`src/hdl/sesort_pkg.sv`:
```
// Shared definitions for the string exchange sorter: default sizes, microcode
// opcodes, jump conditions, step addresses and the microcode ROM.
// Used by sesort_seq, sesort_dp and string_exchange_sort_top; depends on nothing.
package sesort_pkg;

  localparam int MAX_STRINGS_DEF = 8;
  localparam int MAX_LEN_DEF     = 64;
  localparam int CHAR_W          = 8;
  localparam int OUT_IDX_W       = 3;

  localparam int OP_W   = 5;
  localparam int COND_W = 4;
  localparam int STEP_W = 5;

  // Datapath operations, one per control word.
  localparam logic [OP_W-1:0] OP_NONE     = 5'd0;
  localparam logic [OP_W-1:0] OP_CLR_I    = 5'd1;
  localparam logic [OP_W-1:0] OP_INIT_ORD = 5'd2;
  localparam logic [OP_W-1:0] OP_RD_OI    = 5'd3;
  localparam logic [OP_W-1:0] OP_LD_OI    = 5'd4;
  localparam logic [OP_W-1:0] OP_RD_OJ    = 5'd5;
  localparam logic [OP_W-1:0] OP_LD_OJ    = 5'd6;
  localparam logic [OP_W-1:0] OP_LD_LA    = 5'd7;
  localparam logic [OP_W-1:0] OP_LD_LB    = 5'd8;
  localparam logic [OP_W-1:0] OP_CMP      = 5'd9;
  localparam logic [OP_W-1:0] OP_SWAP_I   = 5'd10;
  localparam logic [OP_W-1:0] OP_SWAP_J   = 5'd11;
  localparam logic [OP_W-1:0] OP_INC_J    = 5'd12;
  localparam logic [OP_W-1:0] OP_INC_I    = 5'd13;
  localparam logic [OP_W-1:0] OP_RD_OUT   = 5'd14;
  localparam logic [OP_W-1:0] OP_PUSH     = 5'd15;
  localparam logic [OP_W-1:0] OP_FINISH   = 5'd16;

  // Jump conditions. A true condition loads the target, otherwise the step advances.
  localparam logic [COND_W-1:0] COND_NEVER     = 4'd0;
  localparam logic [COND_W-1:0] COND_ALWAYS    = 4'd1;
  localparam logic [COND_W-1:0] COND_NOT_START = 4'd2;
  localparam logic [COND_W-1:0] COND_INIT_MORE = 4'd3;
  localparam logic [COND_W-1:0] COND_N_ONE     = 4'd4;
  localparam logic [COND_W-1:0] COND_CONT      = 4'd5;
  localparam logic [COND_W-1:0] COND_NOT_GT    = 4'd6;
  localparam logic [COND_W-1:0] COND_J_MORE    = 4'd7;
  localparam logic [COND_W-1:0] COND_I_MORE    = 4'd8;
  localparam logic [COND_W-1:0] COND_OUT_BUSY  = 4'd9;
  localparam logic [COND_W-1:0] COND_EMIT_MORE = 4'd10;

  // Step addresses of the microprogram.
  localparam logic [STEP_W-1:0] S_IDLE      = 5'd0;
  localparam logic [STEP_W-1:0] S_INIT_CLR  = 5'd1;
  localparam logic [STEP_W-1:0] S_INIT_LOOP = 5'd2;
  localparam logic [STEP_W-1:0] S_SORT_CLR  = 5'd3;
  localparam logic [STEP_W-1:0] S_OUTER     = 5'd4;
  localparam logic [STEP_W-1:0] S_LOAD_OI   = 5'd5;
  localparam logic [STEP_W-1:0] S_INNER     = 5'd6;
  localparam logic [STEP_W-1:0] S_LOAD_OJ   = 5'd7;
  localparam logic [STEP_W-1:0] S_LOAD_LA   = 5'd8;
  localparam logic [STEP_W-1:0] S_READ_TXT  = 5'd9;
  localparam logic [STEP_W-1:0] S_CMP       = 5'd10;
  localparam logic [STEP_W-1:0] S_TEST      = 5'd11;
  localparam logic [STEP_W-1:0] S_SWAP_I    = 5'd12;
  localparam logic [STEP_W-1:0] S_SWAP_J    = 5'd13;
  localparam logic [STEP_W-1:0] S_NEXT_J    = 5'd14;
  localparam logic [STEP_W-1:0] S_NEXT_I    = 5'd15;
  localparam logic [STEP_W-1:0] S_EMIT_CLR  = 5'd16;
  localparam logic [STEP_W-1:0] S_EMIT_RD   = 5'd17;
  localparam logic [STEP_W-1:0] S_EMIT_PUSH = 5'd18;
  localparam logic [STEP_W-1:0] S_EMIT_NEXT = 5'd19;
  localparam logic [STEP_W-1:0] S_DONE      = 5'd20;

  typedef struct packed {
    logic [OP_W-1:0]   op;
    logic [COND_W-1:0] cond;
    logic [STEP_W-1:0] target;
  } ucw_t;

  typedef struct packed {
    logic            busy;
    logic [OP_W-1:0] op;
  } ctrl_t;

  typedef struct packed {
    logic start;
    logic init_more;
    logic n_one;
    logic cont;
    logic gt;
    logic j_more;
    logic i_more;
    logic out_busy;
    logic emit_more;
  } stat_t;

  function automatic ucw_t ucw(input logic [OP_W-1:0] op, input logic [COND_W-1:0] cond,
                               input logic [STEP_W-1:0] target);
    ucw_t w;
    w.op     = op;
    w.cond   = cond;
    w.target = target;
    return w;
  endfunction

  function automatic ucw_t ucode_rom(input logic [STEP_W-1:0] step);
    ucw_t w;
    case (step)
      S_IDLE:      w = ucw(OP_NONE,     COND_NOT_START, S_IDLE);
      S_INIT_CLR:  w = ucw(OP_CLR_I,    COND_NEVER,     S_IDLE);
      S_INIT_LOOP: w = ucw(OP_INIT_ORD, COND_INIT_MORE, S_INIT_LOOP);
      S_SORT_CLR:  w = ucw(OP_CLR_I,    COND_N_ONE,     S_EMIT_CLR);
      S_OUTER:     w = ucw(OP_RD_OI,    COND_NEVER,     S_IDLE);
      S_LOAD_OI:   w = ucw(OP_LD_OI,    COND_NEVER,     S_IDLE);
      S_INNER:     w = ucw(OP_RD_OJ,    COND_NEVER,     S_IDLE);
      S_LOAD_OJ:   w = ucw(OP_LD_OJ,    COND_NEVER,     S_IDLE);
      S_LOAD_LA:   w = ucw(OP_LD_LA,    COND_NEVER,     S_IDLE);
      S_READ_TXT:  w = ucw(OP_LD_LB,    COND_NEVER,     S_IDLE);
      S_CMP:       w = ucw(OP_CMP,      COND_CONT,      S_READ_TXT);
      S_TEST:      w = ucw(OP_NONE,     COND_NOT_GT,    S_NEXT_J);
      S_SWAP_I:    w = ucw(OP_SWAP_I,   COND_NEVER,     S_IDLE);
      S_SWAP_J:    w = ucw(OP_SWAP_J,   COND_NEVER,     S_IDLE);
      S_NEXT_J:    w = ucw(OP_INC_J,    COND_J_MORE,    S_INNER);
      S_NEXT_I:    w = ucw(OP_INC_I,    COND_I_MORE,    S_OUTER);
      S_EMIT_CLR:  w = ucw(OP_CLR_I,    COND_NEVER,     S_IDLE);
      S_EMIT_RD:   w = ucw(OP_RD_OUT,   COND_NEVER,     S_IDLE);
      S_EMIT_PUSH: w = ucw(OP_PUSH,     COND_OUT_BUSY,  S_EMIT_PUSH);
      S_EMIT_NEXT: w = ucw(OP_NONE,     COND_EMIT_MORE, S_EMIT_RD);
      S_DONE:      w = ucw(OP_FINISH,   COND_ALWAYS,    S_IDLE);
      default:     w = ucw(OP_NONE,     COND_ALWAYS,    S_IDLE);
    endcase
    return w;
  endfunction

endpackage

```
`src/hdl/string_exchange_sort_top.sv`:
```
// Top level of the string exchange sorter: loads strings a character at a time,
// sorts their load positions and streams them out.
// Depends on sesort_pkg, sesort_seq and sesort_dp.
//
//   channel | ports                                          | direction
//   --------+------------------------------------------------+----------
//   input   | in_valid, in_stall, in_char_code,              | into block
//           | in_last_of_string, in_last_of_set              |
//   result  | out_valid, out_stall, out_string_index,        | out of block
//           | out_last_of_run                                |
//
// Loading takes one cycle per character word; in_stall is high while a set is sorted
// and emitted. The microcode sequencer first sets up the order list, then on each outer
// pass reads and loads order entry i, and per pair loads entry j and both lengths,
// compares the byte positions one at a time and swaps the entries if needed; the
// memories are read through registers. Emitting clears the index, then reads and pushes
// each index when out_stall allows, then finishes.
// Reset (rst_n low, synchronous) clears the string count, the sequencer and out_valid;
// memories are not cleared. A held result stays in the output register while new
// character words are taken.
module string_exchange_sort_top #(
  parameter int MAX_STRINGS = sesort_pkg::MAX_STRINGS_DEF,
  parameter int MAX_LEN     = sesort_pkg::MAX_LEN_DEF
) (
  input  logic                             clk,
  input  logic                             rst_n,
  input  logic                             in_valid,
  output logic                             in_stall,
  input  logic [sesort_pkg::CHAR_W-1:0]    in_char_code,
  input  logic                             in_last_of_string,
  input  logic                             in_last_of_set,
  output logic                             out_valid,
  input  logic                             out_stall,
  output logic [sesort_pkg::OUT_IDX_W-1:0] out_string_index,
  output logic                             out_last_of_run
);

  sesort_pkg::ctrl_t ctrl;
  sesort_pkg::stat_t stat;

  sesort_seq u_seq (
    .clk  (clk),
    .rst_n(rst_n),
    .stat (stat),
    .ctrl (ctrl)
  );

  sesort_dp #(
    .MAX_STRINGS(MAX_STRINGS),
    .MAX_LEN    (MAX_LEN)
  ) u_dp (
    .clk              (clk),
    .rst_n            (rst_n),
    .in_valid         (in_valid),
    .in_char_code     (in_char_code),
    .in_last_of_string(in_last_of_string),
    .in_last_of_set   (in_last_of_set),
    .ctrl             (ctrl),
    .stat             (stat),
    .out_valid        (out_valid),
    .out_string_index (out_string_index),
    .out_last_of_run  (out_last_of_run),
    .out_stall        (out_stall)
  );

  assign in_stall = ctrl.busy;

endmodule

```
`src/hdl/sesort_seq.sv`:
```
// Microcode sequencer: step counter, ROM lookup and conditional jumps.
// Depends on sesort_pkg for the ROM, opcodes, conditions and the status/control structs.
module sesort_seq (
  input  logic                clk,
  input  logic                rst_n,
  input  sesort_pkg::stat_t   stat,
  output sesort_pkg::ctrl_t   ctrl
);

  logic [sesort_pkg::STEP_W-1:0] step_r;
  logic [sesort_pkg::STEP_W-1:0] step_nxt;
  sesort_pkg::ucw_t              word;
  logic                          take;

  assign word = sesort_pkg::ucode_rom(step_r);

  always_comb begin
    case (word.cond)
      sesort_pkg::COND_NEVER:     take = 1'b0;
      sesort_pkg::COND_ALWAYS:    take = 1'b1;
      sesort_pkg::COND_NOT_START: take = !stat.start;
      sesort_pkg::COND_INIT_MORE: take = stat.init_more;
      sesort_pkg::COND_N_ONE:     take = stat.n_one;
      sesort_pkg::COND_CONT:      take = stat.cont;
      sesort_pkg::COND_NOT_GT:    take = !stat.gt;
      sesort_pkg::COND_J_MORE:    take = stat.j_more;
      sesort_pkg::COND_I_MORE:    take = stat.i_more;
      sesort_pkg::COND_OUT_BUSY:  take = stat.out_busy;
      sesort_pkg::COND_EMIT_MORE: take = stat.emit_more;
      default:                    take = 1'b1;
    endcase
  end

  assign step_nxt = take ? word.target : step_r + sesort_pkg::STEP_W'(1);

  always_ff @(posedge clk) begin
    if (!rst_n) begin
      step_r <= sesort_pkg::S_IDLE;
    end else begin
      step_r <= step_nxt;
    end
  end

  assign ctrl.busy = (step_r != sesort_pkg::S_IDLE);
  assign ctrl.op   = word.op;

  a_step_range: assert property (@(posedge clk) disable iff (!rst_n)
    step_r <= sesort_pkg::S_DONE)
    else $error("sequencer step outside the microprogram");

  a_idle_hold: assert property (@(posedge clk) disable iff (!rst_n)
    (step_r == sesort_pkg::S_IDLE) && !stat.start |=> step_r == sesort_pkg::S_IDLE)
    else $error("sequencer left idle without a set end");

endmodule

```
`src/hdl/sesort_dp.sv`:
```
// Datapath of the string sorter: character loader, text/length/order memories,
// index registers, byte comparator and the result register.
// Depends on sesort_pkg; driven by sesort_seq through ctrl_t, reports through stat_t.
module sesort_dp #(
  parameter int MAX_STRINGS = sesort_pkg::MAX_STRINGS_DEF,
  parameter int MAX_LEN     = sesort_pkg::MAX_LEN_DEF
) (
  input  logic                            clk,
  input  logic                            rst_n,
  input  logic                            in_valid,
  input  logic [sesort_pkg::CHAR_W-1:0]   in_char_code,
  input  logic                            in_last_of_string,
  input  logic                            in_last_of_set,
  input  sesort_pkg::ctrl_t               ctrl,
  output sesort_pkg::stat_t               stat,
  output logic                            out_valid,
  output logic [sesort_pkg::OUT_IDX_W-1:0] out_string_index,
  output logic                            out_last_of_run,
  input  logic                            out_stall
);

  localparam int CW        = $clog2(MAX_STRINGS + 1);
  localparam int IW        = $clog2(MAX_STRINGS);
  localparam int LW        = $clog2(MAX_LEN);
  localparam int TXT_DEPTH = MAX_STRINGS * MAX_LEN;
  localparam int AW        = $clog2(TXT_DEPTH);
  localparam int CHW       = sesort_pkg::CHAR_W;
  localparam int OW        = sesort_pkg::OUT_IDX_W;

  logic [CHW-1:0] text_mem [TXT_DEPTH];
  logic [LW-1:0]  len_mem  [MAX_STRINGS];
  logic [IW-1:0]  ord_mem  [MAX_STRINGS];

  // Loader state.
  logic [CW-1:0] cnt_r, cnt_nxt;
  logic [LW-1:0] pos_r, pos_nxt;

  // Sort registers.
  logic [CW-1:0]  i_r, i_nxt;
  logic [CW-1:0]  j_r, j_nxt;
  logic [LW-1:0]  k_r, k_nxt;
  logic [IW-1:0]  oi_r, oi_nxt;
  logic [IW-1:0]  oj_r, oj_nxt;
  logic [LW-1:0]  la_r, la_nxt;
  logic [LW-1:0]  lb_r, lb_nxt;
  logic           gt_r, gt_nxt;
  logic [IW-1:0]  ord_rd_r;
  logic [LW-1:0]  len_rd_r;
  logic [CHW-1:0] ta_r, tb_r;

  logic           out_valid_r, out_valid_nxt;
  logic [OW-1:0]  out_idx_r;
  logic           out_last_r;

  logic           load_acc, room, keep, end_str;
  logic [LW-1:0]  pos_inc;
  logic [IW-1:0]  ld_idx;
  logic [AW-1:0]  text_waddr, ta_addr, tb_addr;
  logic           text_we, len_we, text_re, len_re;
  logic [IW-1:0]  len_raddr;
  logic           ord_we, ord_re;
  logic [IW-1:0]  ord_waddr, ord_wdata, ord_raddr;
  logic [CHW-1:0] x_byte, y_byte;
  logic           out_free, push;

  // ---------------- loader ----------------
  assign load_acc = in_valid && !ctrl.busy;
  assign room     = cnt_r < CW'(MAX_STRINGS);
  assign keep     = pos_r < LW'(MAX_LEN - 1);
  assign end_str  = in_last_of_string || in_last_of_set;
  assign pos_inc  = pos_r + LW'(1);
  assign ld_idx   = cnt_r[IW-1:0];

  assign text_waddr = AW'(ld_idx) * AW'(MAX_LEN) + AW'(pos_r);
  assign text_we    = load_acc && room && keep;
  assign len_we     = load_acc && room && end_str;

  always_comb begin
    cnt_nxt = cnt_r;
    pos_nxt = pos_r;
    if (ctrl.op == sesort_pkg::OP_FINISH) begin
      cnt_nxt = '0;
      pos_nxt = '0;
    end else if (load_acc) begin
      if (room) begin
        if (keep) begin
          pos_nxt = pos_inc;
        end
        if (end_str) begin
          cnt_nxt = cnt_r + CW'(1);
          pos_nxt = '0;
        end
      end else begin
        pos_nxt = '0;
      end
    end
  end

  // ---------------- sort datapath ----------------
  assign out_free = !out_valid_r || !out_stall;
  assign push     = (ctrl.op == sesort_pkg::OP_PUSH) && out_free;

  // Bytes past a string's stored length read as zero, which ends the compare.
  assign x_byte = (k_r < la_r) ? ta_r : '0;
  assign y_byte = (k_r < lb_r) ? tb_r : '0;

  assign ta_addr = AW'(oi_r) * AW'(MAX_LEN) + AW'(k_r);
  assign tb_addr = AW'(oj_r) * AW'(MAX_LEN) + AW'(k_r);
  assign text_re = (ctrl.op == sesort_pkg::OP_LD_LB);

  assign len_re    = (ctrl.op == sesort_pkg::OP_LD_OJ) || (ctrl.op == sesort_pkg::OP_LD_LA);
  assign len_raddr = (ctrl.op == sesort_pkg::OP_LD_LA) ? oj_r : oi_r;

  assign ord_re    = (ctrl.op == sesort_pkg::OP_RD_OI) || (ctrl.op == sesort_pkg::OP_RD_OJ) ||
                     (ctrl.op == sesort_pkg::OP_RD_OUT);
  assign ord_raddr = (ctrl.op == sesort_pkg::OP_RD_OJ) ? j_r[IW-1:0] : i_r[IW-1:0];

  always_comb begin
    i_nxt     = i_r;
    j_nxt     = j_r;
    k_nxt     = k_r;
    oi_nxt    = oi_r;
    oj_nxt    = oj_r;
    la_nxt    = la_r;
    lb_nxt    = lb_r;
    gt_nxt    = gt_r;
    ord_we    = 1'b0;
    ord_waddr = i_r[IW-1:0];
    ord_wdata = i_r[IW-1:0];
    case (ctrl.op)
      sesort_pkg::OP_CLR_I: begin
        i_nxt = '0;
      end
      sesort_pkg::OP_INIT_ORD: begin
        ord_we = 1'b1;
        i_nxt  = i_r + CW'(1);
      end
      sesort_pkg::OP_RD_OI: begin
        j_nxt = i_r + CW'(1);
      end
      sesort_pkg::OP_LD_OI: begin
        oi_nxt = ord_rd_r;
      end
      sesort_pkg::OP_LD_OJ: begin
        oj_nxt = ord_rd_r;
        k_nxt  = '0;
      end
      sesort_pkg::OP_LD_LA: begin
        la_nxt = len_rd_r;
      end
      sesort_pkg::OP_LD_LB: begin
        lb_nxt = len_rd_r;
      end
      sesort_pkg::OP_CMP: begin
        gt_nxt = x_byte > y_byte;
        k_nxt  = k_r + LW'(1);
      end
      sesort_pkg::OP_SWAP_I: begin
        ord_we    = 1'b1;
        ord_wdata = oj_r;
      end
      sesort_pkg::OP_SWAP_J: begin
        ord_we    = 1'b1;
        ord_waddr = j_r[IW-1:0];
        ord_wdata = oi_r;
        oi_nxt    = oj_r;
      end
      sesort_pkg::OP_INC_J: begin
        j_nxt = j_r + CW'(1);
      end
      sesort_pkg::OP_INC_I: begin
        i_nxt = i_r + CW'(1);
      end
      sesort_pkg::OP_PUSH: begin
        if (out_free) begin
          i_nxt = i_r + CW'(1);
        end
      end
      default: begin
      end
    endcase
  end

  always_comb begin
    out_valid_nxt = out_valid_r;
    if (push) begin
      out_valid_nxt = 1'b1;
    end else if (out_valid_r && !out_stall) begin
      out_valid_nxt = 1'b0;
    end
  end

  // ---------------- registers ----------------
  always_ff @(posedge clk) begin
    if (!rst_n) begin
      cnt_r       <= '0;
      pos_r       <= '0;
      out_valid_r <= 1'b0;
    end else begin
      cnt_r       <= cnt_nxt;
      pos_r       <= pos_nxt;
      out_valid_r <= out_valid_nxt;
    end
  end

  always_ff @(posedge clk) begin
    i_r  <= i_nxt;
    j_r  <= j_nxt;
    k_r  <= k_nxt;
    oi_r <= oi_nxt;
    oj_r <= oj_nxt;
    la_r <= la_nxt;
    lb_r <= lb_nxt;
    gt_r <= gt_nxt;
    if (push) begin
      out_idx_r  <= OW'(ord_rd_r);
      out_last_r <= ({1'b0, i_r} + (CW + 1)'(1)) == {1'b0, cnt_r};
    end
  end

  // ---------------- memories ----------------
  always_ff @(posedge clk) begin
    if (text_we) begin
      text_mem[text_waddr] <= in_char_code;
    end
    if (text_re) begin
      ta_r <= text_mem[ta_addr];
      tb_r <= text_mem[tb_addr];
    end
  end

  always_ff @(posedge clk) begin
    if (len_we) begin
      len_mem[ld_idx] <= keep ? pos_inc : pos_r;
    end
    if (len_re) begin
      len_rd_r <= len_mem[len_raddr];
    end
  end

  always_ff @(posedge clk) begin
    if (ord_we) begin
      ord_mem[ord_waddr] <= ord_wdata;
    end
    if (ord_re) begin
      ord_rd_r <= ord_mem[ord_raddr];
    end
  end

  // ---------------- status and outputs ----------------
  assign stat.start     = in_valid && in_last_of_set && !ctrl.busy;
  assign stat.init_more = ({1'b0, i_r} + (CW + 1)'(1)) != {1'b0, cnt_r};
  assign stat.n_one     = (cnt_r == CW'(1));
  assign stat.cont      = (x_byte == y_byte) && (x_byte != '0);
  assign stat.gt        = gt_r;
  assign stat.j_more    = ({1'b0, j_r} + (CW + 1)'(1)) != {1'b0, cnt_r};
  assign stat.i_more    = ({1'b0, i_r} + (CW + 1)'(2)) != {1'b0, cnt_r};
  assign stat.out_busy  = !out_free;
  assign stat.emit_more = (i_r != cnt_r);

  assign out_valid        = out_valid_r;
  assign out_string_index = out_idx_r;
  assign out_last_of_run  = out_last_r;

  a_cmp_in_bounds: assert property (@(posedge clk) disable iff (!rst_n)
    ctrl.op == sesort_pkg::OP_CMP |-> (k_r <= la_r) && (k_r <= lb_r))
    else $error("byte compare ran past both string lengths");

  a_push_in_range: assert property (@(posedge clk) disable iff (!rst_n)
    ctrl.op == sesort_pkg::OP_PUSH |-> i_r < cnt_r)
    else $error("result pushed beyond the loaded string count");

endmodule

```
`config.mk`:
```
export PLATFORM = sky130hd
export DESIGN_NAME = string_exchange_sort_top
export DESIGN_NICKNAME = d
export VERILOG_FILES = /design/src/hdl/sesort_pkg.sv /design/src/hdl/string_exchange_sort_top.sv /design/src/hdl/sesort_seq.sv /design/src/hdl/sesort_dp.sv
export SDC_FILE = /design/constraint.sdc
export NUM_CORES = 2
export LEC_CHECK = 0
export BUFFER_PORTS_ARGS = -buffer_cell sky130_fd_sc_hd__buf_4
export CORE_UTILIZATION = 25
export CTS_CLUSTER_SIZE = 10
export DETAILED_ROUTE_END_ITERATION = 10
export PLACE_DENSITY = 0.43
export SLEW_MARGIN = 40
export SYNTH_ARGS = -nofsm -noshare
export SYNTH_HDL_FRONTEND = slang
export SYNTH_MEMORY_MAX_BITS = 65536
export SYNTH_SLANG_ARGS = --single-unit
```
`constraint.sdc`:
```
create_clock -name clk -period 12.5 [get_ports clk]
set_input_delay 2.5 -clock clk [delete_from_list [all_inputs] [get_ports clk]]
set_output_delay 2.5 -clock clk [all_outputs]
set_load 0.02 [all_outputs]
```
=== Word level (Yosys, flattened, before mapping) ===
Memory sizes are Yosys's and may differ from the RTL's. A register that Yosys moved wholly into a read port is not among the register bits.
Index checks and enable logic that the tools add are counted.

* Bits in latches: 0
* Memories kept: 4
* Register bits after elaboration: 53
* Memory bits (read-only): 448
* Bits in writable memories: 4,168
* Input port bits: 14

{| class="wikitable"
|+ Memory list
! memory !! words !! width !! read ports !! clocked after Yosys merged registers in !! wr ports !! line !! source
|-
| u_dp.text_mem || 512 || 8 || 2 || 2 || 1 || sesort_dp.sv:30 || <nowiki>logic [CHW-1:0] text_mem [TXT_DEPTH];</nowiki>
|-
| (no name shown) || 32 || 14 || 1 || 1 || 0 || sesort_pkg.sv:104 || <nowiki>case (step)</nowiki>
|-
| u_dp.len_mem || 8 || 6 || 1 || 1 || 1 || sesort_dp.sv:31 || <nowiki>logic [LW-1:0] len_mem [MAX_STRINGS];</nowiki>
|-
| u_dp.ord_mem || 8 || 3 || 1 || 1 || 1 || sesort_dp.sv:32 || <nowiki>logic [IW-1:0] ord_mem [MAX_STRINGS];</nowiki>
|}

* Multiplexer cells: 26
* Equal/unequal tests: 33
* $add $sub $neg: 12
* Div/mod/pow operators: 0
* Multiply operators: 0
* Reduce and logical (&&, ||, !) cells: 33
* Shift operators: 0
* $lt $le $gt $ge: 5
* Bitwise operators: 1

{| class="wikitable"
|+ Operators by type and width
! cell !! count
|-
| 5-bit by 4-bit == test with 1-bit output, second input constant || 8
|-
| 9-bit by 6-bit adder with 9-bit output || 3
|-
| 5-bit by 3-bit == test with 1-bit output, second input constant || 4
|-
| 6-bit 2-to-1 mux || 3
|-
| 4-bit by 3-bit == test with 1-bit output, second input constant || 4
|-
| 8-bit 2-to-1 mux || 2
|-
| 5-bit by 4-bit inequality test with 1-bit output || 3
|-
| 4-bit by 1-bit adder with 4-bit output, second input constant || 3
|-
| 6-bit by 1-bit adder with 6-bit output, second input constant || 2
|-
| 4-bit == test, second input constant || 3
|-
| 6-bit less-than comparator || 2
|-
| 3-bit case mux with 2 select lines || 2
|-
| 4-bit case mux with 3 select lines || 1
|-
| 6-bit case mux with 2 select lines || 1
|-
| 4-bit by 1-bit adder with 5-bit output, second input constant || 2
|-
| 5-bit by 2-bit == test with 1-bit output, second input constant || 2
|-
| 5-bit 2-to-1 mux || 2
|-
| 1-bit case mux with 10 select lines || 1
|-
| 1-bit logical AND || 9
|-
| 1-bit 2-to-1 mux || 9
|-
| 3-bit 2-to-1 mux || 3
|-
| 4-bit by 2-bit == test with 1-bit output, second input constant || 2
|-
| 8-bit == test || 1
|-
| 8-bit > comparator || 1
|-
| other kinds (24) || 37
|}

=== Longest topological paths before layout ===
* Depth in word-level cells: 7
* Gate-level depth with buffers: 27

=== Modules after synthesis ===
A second synthesis with hierarchy kept.

* Cell total of the unflattened synthesis: 8,505
* Area total of the unflattened synthesis: 169,054.6 um2

{| class="wikitable"
|+ Modules (own cells, without submodules)
! module !! area an instance (um2) !! cells an instance !! times used
|-
| sesort_dp || 167,769.7 || 8,361 || 1
|-
| sesort_seq || 1,285.0 || 144 || 1
|}

=== Worst setup path before layout ===
OpenSTA, ideal clock, no wires.

* Path type: register -> register
* Start: register u_dp.k_r[0]
* End: register u_seq.word[10] (netlist name)
* Arrival: 4,936 ps
* Stages on the path, launching flop included: 27
* Required time: 12,358 ps
* Buffers on the path: 5
* Slack: 7,423 ps
* Library setup time: 142 ps
* Cells stage by stage: edfxtp_1 > buf_2 > buf_2 > buf_4 > buf_2 > nand2b_1 > a21o_1 > a21oi_1 > nor2b_1 > o21ai_0 > nand2b_1 > a21oi_1 > nand2_1 > ha_1 > nand4_1 > nor2_1 > nand3_1 > a211oi_1 > nor3_1 > a21o_1 > buf_6 > mux2i_1 > inv_1 > ha_1 > nand2_1 > o221ai_1 > o22ai_1

* Word-level cells in the longest chain between the ends: 7
* Elaborated cells on any way between the ends: 10

{| class="wikitable"
|+ Ends and longest elaborated chain
! what !! line !! source
|-
| from (decl) || sesort_dp.sv:41 || <nowiki>logic [LW-1:0] k_r, k_nxt;</nowiki>
|-
| from (signal assigned) || sesort_dp.sv:209 || <nowiki>k_r <= k_nxt;</nowiki>
|-
| 6-bit less-than comparator (on tied branches) || sesort_dp.sv:104, sesort_dp.sv:105 ||
|-
| 8-bit 2-to-1 mux (on tied branches) || sesort_dp.sv:104, sesort_dp.sv:105 ||
|-
| 8-bit == test / 8-bit nonzero test (equally long branches) || sesort_dp.sv:254 || <nowiki>assign stat.cont = (x_byte == y_byte) && (x_byte != '0);</nowiki>
|-
| 1-bit logical AND * || sesort_dp.sv:254 ||
|-
| 1-bit case mux with 10 select lines * || sesort_seq.sv:18 || <nowiki>case (word.cond)</nowiki>
|-
| 5-bit 2-to-1 mux * || sesort_seq.sv:34 || <nowiki>assign step_nxt = take ? word.target : step_r + sesort_pkg::STEP_W'(1);</nowiki>
|-
| 5-bit 2-to-1 mux (no source line) * || -- ||
|}

Mark *: on every way between the ends. The rest lies on a longest branch, timed or not.
A chain may end at the register's enable or synchronous reset.

=== Final worst setup path ===
* Start: register u_dp.k_r[2]
* End: register u_seq.word[11] (netlist name)

* Word-level cells in the longest chain between the ends: 7
* Elaborated cells on any way between the ends: 10

{| class="wikitable"
|+ Ends and longest elaborated chain
! what !! line
|-
| 6-bit less-than comparator (on tied branches) || sesort_dp.sv:104, sesort_dp.sv:105
|-
| 8-bit 2-to-1 mux (on tied branches) || sesort_dp.sv:104, sesort_dp.sv:105
|-
| 8-bit == test / 8-bit nonzero test (equally long branches) || sesort_dp.sv:254
|-
| 1-bit logical AND * || sesort_dp.sv:254
|-
| 1-bit case mux with 10 select lines * || sesort_seq.sv:18
|-
| 5-bit 2-to-1 mux * || sesort_seq.sv:34
|-
| 5-bit 2-to-1 mux (no source line) * || --
|}

Marks and branches as above.

==> out/qor.csv <==
stage;metric;value;unit
sta;Setup TNS;0;ps
routing;initial drt markers;6889;
global_route;total congestion overflow;0;
routing;via count;76200;
placed_design;PortBufs;19;
worst_setup_path;Crit. End Element;flop;
clock_network;H-tree depth;5;
clock_network;Num CTS Buffers;484;
finish;Final Net Count;7677;
logic_synthesis;post-synthesis register bit count;4260;
worst_setup_path;CP Max Fanout;33;
logic_synthesis;Post-Syn Area;167000;um^2
die;DIE AREA;669000;um^2
sta;Final Setup Violations;0;
global_route;GRT Total Usage;13.6;%
worst_setup_path;Worst R2R Path Depth;22;
global_route;largest net degree at the start of global routing;201;
logic_synthesis;Most used DFF post-synth;edfxtp_1;
clock_network;CTS tree;yes;
routing;Detailed Routing Iterations Pass 1;5;
die;FP Rows;299;
die;Core Region;663000;um^2
clock_network;CTS root buf;clkbuf_16;
worst_setup_path;CP Class;reg -> reg;
routing;final wirelength;464;mm
run_status;status;finished clean;
worst_hold_path;hold depth;0;
finish;area grow syn2layout;15.9;%
flow_run;Max Cap Violations;0;
routing;DR WL/cell;27.8;um
clock_network;PostCTS Resize Cnt;0;
sta;clock skew;88.1;ps
worst_hold_path;Hold Crit Start;u_dp.len_rd_r[3];
global_route;initial antenna violation count;24;
pwr;Total Power;30.3;mW
routing;DRC viols;0;
pwr;P_leak;58.1;nW
sta;Final Hold Vio Count;0;
worst_setup_path;worst reg2reg startpoint;u_dp.k_r[2];
sta;RSZ-0062 raised after global routing;false;
clock_network;CTS clk-pin slew, worst paths;60;ps
sta;Slew headroom;38.5;%
worst_setup_path;startpoint types;flop;
clock_network;Clock Latency Late Sink;1050;ps
placed_design;routability cong.;0.774;
clock_network;CTS sink count;4260;
global_route;vias in the first global route;80200;
die;IO Pins;20;
worst_setup_path;RR Endpoint;u_seq.word[11];
worst_hold_path;Worst Hold Class;reg -> reg;
global_route;first-pass GRT wire length;652;mm
worst_setup_path;CP required;13400;ps
clock_network;count of hold-fix buffers inserted at cts;0;
die;Initial Util;25.1;%
placed_design;placed wire-length estimate;281;mm
worst_setup_path;Worst EP arrival;7750;ps
die;Chip Width;818;um
routing;vias per cell;4.57;
sta;Slew @ Worst Pin;923;ps
sta;fin. max-slew vios;0;
logic_synthesis;Syn Inst Count;7311;
sta;post-layout min period;6860;ps
logic_synthesis;number of synthesized flops with an enable pin;4230;
logic_synthesis;Synthesis Warnings;0;
sta;maximum operating frequency;146;MHz
logic_synthesis;Netlist cell types;69;
sta;Final period util;54.9;%
clock_network;postcts setup bufs;0;
clock_network;Max Buffers Root-to-Sink;4;
routing;Post-DRT Antenna Nets;0;
worst_hold_path;hold endpoint;u_dp.la_r[3];
pwr;Max VDD drop;0.000125;V
logic_synthesis;sequential area share after synthesis;76.6;%
pwr;pwr dens;157;nW/um^2
die;DIE HEIGHT;818;um
logic_synthesis;Mean Syn Cell Area;22.8;um^2
finish;proportion of layout cells with a drive suffix above 1;32.9;%
worst_setup_path;R2R Setup Slk;5640;ps
logic_synthesis;Post-synth ARST share;0;%
placed cells by master, fill, tap and decap left out, types with 40 or more instances in the layout:
cell       synthesis  layout
clkbuf_1         255      95
conb_1             1      64
nor2_1           572     212
buf_6             11      42
buf_4              3     117
clkbuf_16          0     487
mux2_2            57      57
mux4_2          1338    1338
nor2_2             0     358
edfxtp_1        4230    4230
nand2_1          149     117
mux2i_1           43      40
kinds of logic after synthesis:
family	Yosys count	synth area share [%]
compound gates	214	0.862
xor+xnor	22	0.116
fa+ha+maj	35	0.263
buf+inv	483	1.22
flops	4260	76.6
mux	1438	18.7
other cells	1	0.00225
simple gates	858	2.15
sequential cells by signal (all words and copies together) (netlist names), 8 cells and up:
signal	flops
u_dp.ta_r	8
u_dp.text_mem	4096
u_dp.ord_mem	24
u_seq.word	14
u_dp.len_mem	48
u_dp.tb_r	8
worst max-delay path, stage by stage (launching register included):
cell and delay (ps):
edfxtp_1 370, buf_4 600, buf_6 600, ha_1 370
a21o_1 190, a31oi_1 180, o21ai_0 190, a21oi_1 600
nand2_1 130, ha_1 320, nand4_1 110, nor2_1 330
nand3_1 150, a211oi_2 550, nor3_1 160, a21o_1 400
mux2i_2 590, inv_1 140, ha_1 260, o21ai_0 90
mux2i_1 120, a32oi_1 200, o2bb2ai_1 90
worst max path at each step:
stage / from / endpoint / slack, ps / cells past startpoint
3_3_place_gp: u_dp.k_r[2] / u_seq.word[10] / 4770 / 21
5_1_grt: u_dp.k_r[2] / u_seq.word[11] / 5050 / 22
3_5_place_dp: u_dp.k_r[2] / u_seq.word[11] / 5490 / 22
4_1_cts: u_dp.k_r[2] / u_seq.word[11] / 5490 / 22
6_report: u_dp.k_r[2] / u_seq.word[11] / 5640 / 22
2_1_floorplan: u_dp.k_r[0] / u_seq.word[10] / 7420 / 26
cell usage after synthesis, drive strengths merged (17+ instances only):
master,count,area [um^2]
nor2,572,2150
nor2b,25,156
clkbuf,255,957
nor3,17,90.1
ha,35,438
mux2,57,642
a211oi,39,315
edfxtp,4230,127000
inv,36,135
mux2i,43,430
dfxtp,30,601
mux4,1338,30100
buf,191,942
a21oi,29,145
nand3,23,115
nand2,149,559
o21ai,53,265
o22ai,19,119
cell type report:
cell class                 count  area, um^2
fill                       64100      470000
sequential                  4260      128000
multi-input combinational   2631       38300
clock buffer                 584       12600
tap                         8879       11100
timing repair buffer         214        2550
clock inverter                68         642
inverter                      37         139
antenna                        7        17.5
layer usage:
metal | vias up | part of all wire (%) | routed length, um | GRT usage [%]
met5 | - | 0.0028 | 13 | 0
met3 | 541 | 4.9 | 22900 | 2.11
met2 | 1999 | 49 | 227000 | 22.6
met4 | 2 | 2.1 | 9560 | 2.85
met1 | 42400 | 44 | 205000 | 18.8
li1 | 31300 | - | - | -
per-stage QoR:
step	cell area (um^2)	hold WS, ps	setup slack [ps]	instances	util [%]
CTS	192000	434	5490	16700	28.9
detailed placement	179000	435	5490	16000	26.9
floorplan	167000	421	7420	7374	-
global route	193000	454	5050	16700	29.1
global placement	178000	441	4770	16000	26.8
finish	193000	461	5640	16700	29.1
where the power goes:
| group | switching (mW) | total (mW) | internal [mW] |
|---|---|---|---|
| Sequential | 0.0828 | 15.9 | 15.8 |
| Clock | 5.46 | 12.5 | 7.00 |
| Combinational | 1.24 | 1.95 | 0.706 |
| Total | 6.79 | 30.3 | 23.5 |
Power figures use the tool's default switching activity.
